**src/design/bbfs_ram.sv**
```systemverilog
// Generic single-write, single-read RAM with registered read data.
// No dependencies.
module bbfs_ram #(
  parameter int WIDTH = 8,
  parameter int DEPTH = 64
) (
  input  logic                     clk,
  input  logic                     wr_en,
  input  logic [$clog2(DEPTH)-1:0] wr_addr,
  input  logic [WIDTH-1:0]         wr_data,
  input  logic                     rd_en,
  input  logic [$clog2(DEPTH)-1:0] rd_addr,
  output logic [WIDTH-1:0]         rd_data
);

  logic [WIDTH-1:0] mem_r [DEPTH];
  logic [WIDTH-1:0] rd_data_r;

  always_ff @(posedge clk) begin
    if (wr_en) begin
      mem_r[wr_addr] <= wr_data;
    end
    if (rd_en) begin
      rd_data_r <= mem_r[rd_addr];
    end
  end

  assign rd_data = rd_data_r;

endmodule

```
**config.mk**
```make
export PLATFORM = sky130hd
export DESIGN_NAME = bbfs_ram
export DESIGN_NICKNAME = d
export VERILOG_FILES = /design/src/design/bbfs_ram.sv
export SDC_FILE = /design/constraint.sdc
export NUM_CORES = 1
export LEC_CHECK = 0
export ABC_AREA = 1
export BUFFER_PORTS_ARGS = -buffer_cell sky130_fd_sc_hd__buf_2
export CORE_MARGIN = 10
export CORE_UTILIZATION = 60
export DETAILED_ROUTE_END_ITERATION = 8
export PLACE_DENSITY_LB_ADDON = 0.08
export SETUP_SLACK_MARGIN = 0.02
export SLEW_MARGIN = 10
export SYNTH_ARGS = -nofsm -noshare
export SYNTH_HDL_FRONTEND = slang
export SYNTH_SLANG_ARGS = --single-unit
```
**constraint.sdc**
```tcl
create_clock -name clk -period 4.7 [get_ports clk]
set_input_delay 0 -clock clk [delete_from_list [all_inputs] [get_ports clk]]
set_output_delay 0 -clock clk [all_outputs]
set_load 0.02 [all_outputs]
```
After elaboration in Yosys (flattened, before gate mapping)
Memories as Yosys holds them, arrays and structs flattened. A register that Yosys moved wholly into a read port is not among the register bits.
Index checks and enable logic that the tools add are counted.
- flip-flop bits (word level): 0
- latch bits: 0
- RAM bits: 512
- memory bits (read-only): 0
- output and inout bits: 8
- memories: 1
- $add $sub $neg: 0
- multiply operators: 0
- divide/modulo/power cells: 0
- order comparisons: 0
- equal/unequal tests: 0
- shift operators: 0
- multiplexer cells: 2
- bitwise logic cells: 0
- reductions and logical operators: 0
- memories (name ; words ; width ; read ports ; clocked after memory_dff ; wr ports ; RTL line ; text):
    mem_r ; 64 ; 8 ; 1 ; 1 ; 1 ; 16 ; logic [WIDTH-1:0] mem_r [DEPTH];
- operators with widths (operator ; number):
    2-to-1 mux 1 bit ; 2

Depth between registers and ports, before layout
- depth in word-level cells: 2
- depth in mapped cells: 12

Worst setup path before layout
Ideal clock, no wire load.
- path type: in2reg
- start point: in wr_en
- end point: mem mem_r[48][0] (enable)
- setup time: 395 ps
- arrival: 1371 ps
- required time: 4305 ps
- setup slack: 2934 ps
- stages on the path: 3
- buffers on the path: 1
- path through: clkbuf_1 nand4_1 nor4_1
- word-level cells in the longest chain between the ends: 2
- RTL lines (element ; RTL line ; text):
    start: declaration ; 8 ; input logic wr_en,
    2-to-1 mux 1 bit ; 20 ; if (wr_en) begin
    2-to-1 mux 1 bit (implied by the code) ; 21 ; mem_r[wr_addr] <= wr_data;
    end: declaration ; 16 ;
Every way passes these cells.

Worst setup path in the final report
- start point: in wr_addr[1]
- end point: mem mem_r[5][5] (enable)
- RTL lines (element ; RTL line ; text):
    start: declaration ; 9 ; input logic [$clog2(DEPTH)-1:0] wr_addr,
Straight into the memory's write port.

==> results.cfg <==
[status]
status = completed

[timing]
slew_violations = 0
rsz0062_at_grt = no
relSlewSlack_pct = 18.2
fmax_ghz = 0.402
setup_viol = 0
min_period_over_period_pct = 52.9
hold_slack_ps = 42.0
tightestPinTransition_ps = 1220
skew_ps = 12.1
report.final.hold_viol_count = 0
period_minus_slack_ps = 2490
fin_tns_setup_ps = 0

[global_route]
grt_max_degree = 107
grt_pass1_wl_um = 81100
grt_overflow = 0
antenna_found_initial = 0
first_global_vias = 13500
gr-usage-all-layers_pct = 23.8

[pwr]
power_frac_clock_pct = 41.3
peakVddDrop_mv = 0.368
pwr-share-seq_pct = 52.8
powerDensity_mw_per_mm2 = 420
leakage_nw = 8.33
combPwrFrac_pct = 5.9
p_int_mw = 7.62
p_sw_mw = 2.15
swShare_pct = 22.0

[floorplanning]
start_util_pct = 60.5
dieArea_mm2 = 0.0437
rows = 69
die_w_um = 209
ios = 31
coreArea_mm2 = 0.0354
die_h_um = 209

[worst_setup_path]
worst_ep_arrival_time_ps = 2680
cp_num_buf_inv = 3
critPathMaxFanout = 9
path_cells = dlygate4sd3_1 -> buf_2 -> inv_1 -> nand4_1 -> nor2_1
start_kind = input pin
crit_family = simple AND/OR/NAND/NOR gates
cp_num_cells = 5
required_ps = 4900
slowest_delay_ps = 1080
crit_path_top_delay_cell = nor2_1
cp-end-kind = flop
path_class = in -> reg
r2r_cells = 8

[route]
drt_iter0_markers = 1709
ant_nets = 0
drtPass1Iterations = 6
vias = 13800
routed_wl_um = 51900
vias_per_cell = 6.00
drt-wirelength-per-cell_um = 22.5
drc = 0

[clock_tree]
clock-sinks = 520
cts_setup_buffers = 0
tritoncts = done
ctsHoldBuffers = 5
insertion_delay_ps = 580
cts-root-buf = clkbuf_16
clock_path_buffers = 3
h-tree-depth = 2
cts_buffers = 52
post_cts_resized = 0
clk_pin_slew_ps = 60

[flow_run]
maxCapViolCount = 0

[yosys]
ys_types = 15
synth_area_leaders = edfxtp_1 73%, nand2_1 11%, nand3_1 10%, buf_6 1.8%, nor2_1 0.98%
synth.top_cell.area_share_pct = 72.9
syn_inst = 1805
ys_warn_count = 0
synth_area_mm2 = 0.0214
synth.avg_cell_area_um2 = 11.9
synth_area_leader_cell = edfxtp_1
syn_nets = 1828
ys_ff_latch = 520
ys_seq_area_share_pct = 72.9

[place]
portBuffers = 30
place.gp.congestion = 0.843
dp.final_hpwl_um = 28500

[hold_path]
holdPathStages = 3
hp-class = in -> reg

[finish]
n_antenna_cell = 0
multi_input_area_mm2 = 0.00495
num-fill-cells = 2649
layout_commonest_cell = nand2_1
layout-drive-gt1-share_pct = 7.22
nNetsFinal = 1828
syn_to_final_growth_pct = 8.58
finish.utilization_pct = 65.7
final_cell_mix = 648 x nand2_1, 520 x edfxtp_1, 439 x nand3_1
layout.area.seq_mm2 = 0.0156
[state kept, by name (all words and copies together), names as in the netlist]
register  count
mem_r       512
rd_data       8
[area by class of cell]
cell class | count | share of cell area [%]
Sequential cell | 520 | 67.1
Multi-Input combinational cell | 1160 | 21.3
Clock buffer | 63 | 5.86
Tap cell | 461 | 2.48
Timing Repair Buffer | 59 | 1.78
Clock inverter | 29 | 1.24
Inverter | 12 | 0.226
[kinds of logic (layout without fill, tap and decap cells)]
group	Yosys count	after routing	share of synthesized area, %
buf+inv	125	163	4.01
flops	520	520	72.9
simple gates	1160	1160	23.1
[through the flow]
step | std cells | setup slack [ps] | area (um^2) | power [mW]
global route | 2304 | 2210 | 23300 | 10.1
global placement | 2207 | 1940 | 21600 | 5.82
CTS | 2304 | 2300 | 23300 | 9.81
finish | 2304 | 2210 | 23300 | 9.77
detailed placement | 2207 | 1910 | 21600 | 5.83
floorplan | 1805 | 2930 | 21400 | 5.62
[routing by layer]
metal	wire length (um)	global-route usage (%)	part of all wire (%)	up-vias
met5	0	0	0	-
met4	1200	7.29	2.3	0
met3	4510	3.70	8.7	80
met2	24700	37.5	48	629
met1	21500	33.7	41	6748
li1	-	-	-	6361
[worst min-delay path, cell delays in order]
cell	delay, ps
buf_2	180
nor4_1	80
buf_4	180
[final timing paths]
path / endpoint / slack, ps / start
worst max-delay path: mem_r[5][5]$_DFFE_PP_ / 2210 / wr_addr[1]
worst max register to register: rd_data[6]$_DFFE_PP_ / 3130 / mem_r[37][6]$_DFFE_PP_
worst min register to register: rd_data[1]$_DFFE_PP_ / 920 / mem_r[2][1]$_DFFE_PP_
worst min-delay path: mem_r[50][6]$_DFFE_PP_ / 40 / wr_addr[2]
[synthesized netlist by cell type, drive strengths merged]
library cell and number:
buf 98, clkbuf 15, edfxtp 520, inv 12, nand2 648, nand3 439, nand4 9, nor2 56
nor4 8
[power by group through the flow]
stage	Combinational, mW	Sequential (mW)	Clock (mW)
after floorplan	0.361	5.26	0
after detailed placement	0.571	5.26	0
after CTS	0.577	5.16	4.08
after global routing	0.640	5.16	4.26
final	0.578	5.16	4.03
after global placement	0.564	5.26	0
No activity file was read; power rests on OpenSTA's default activity.
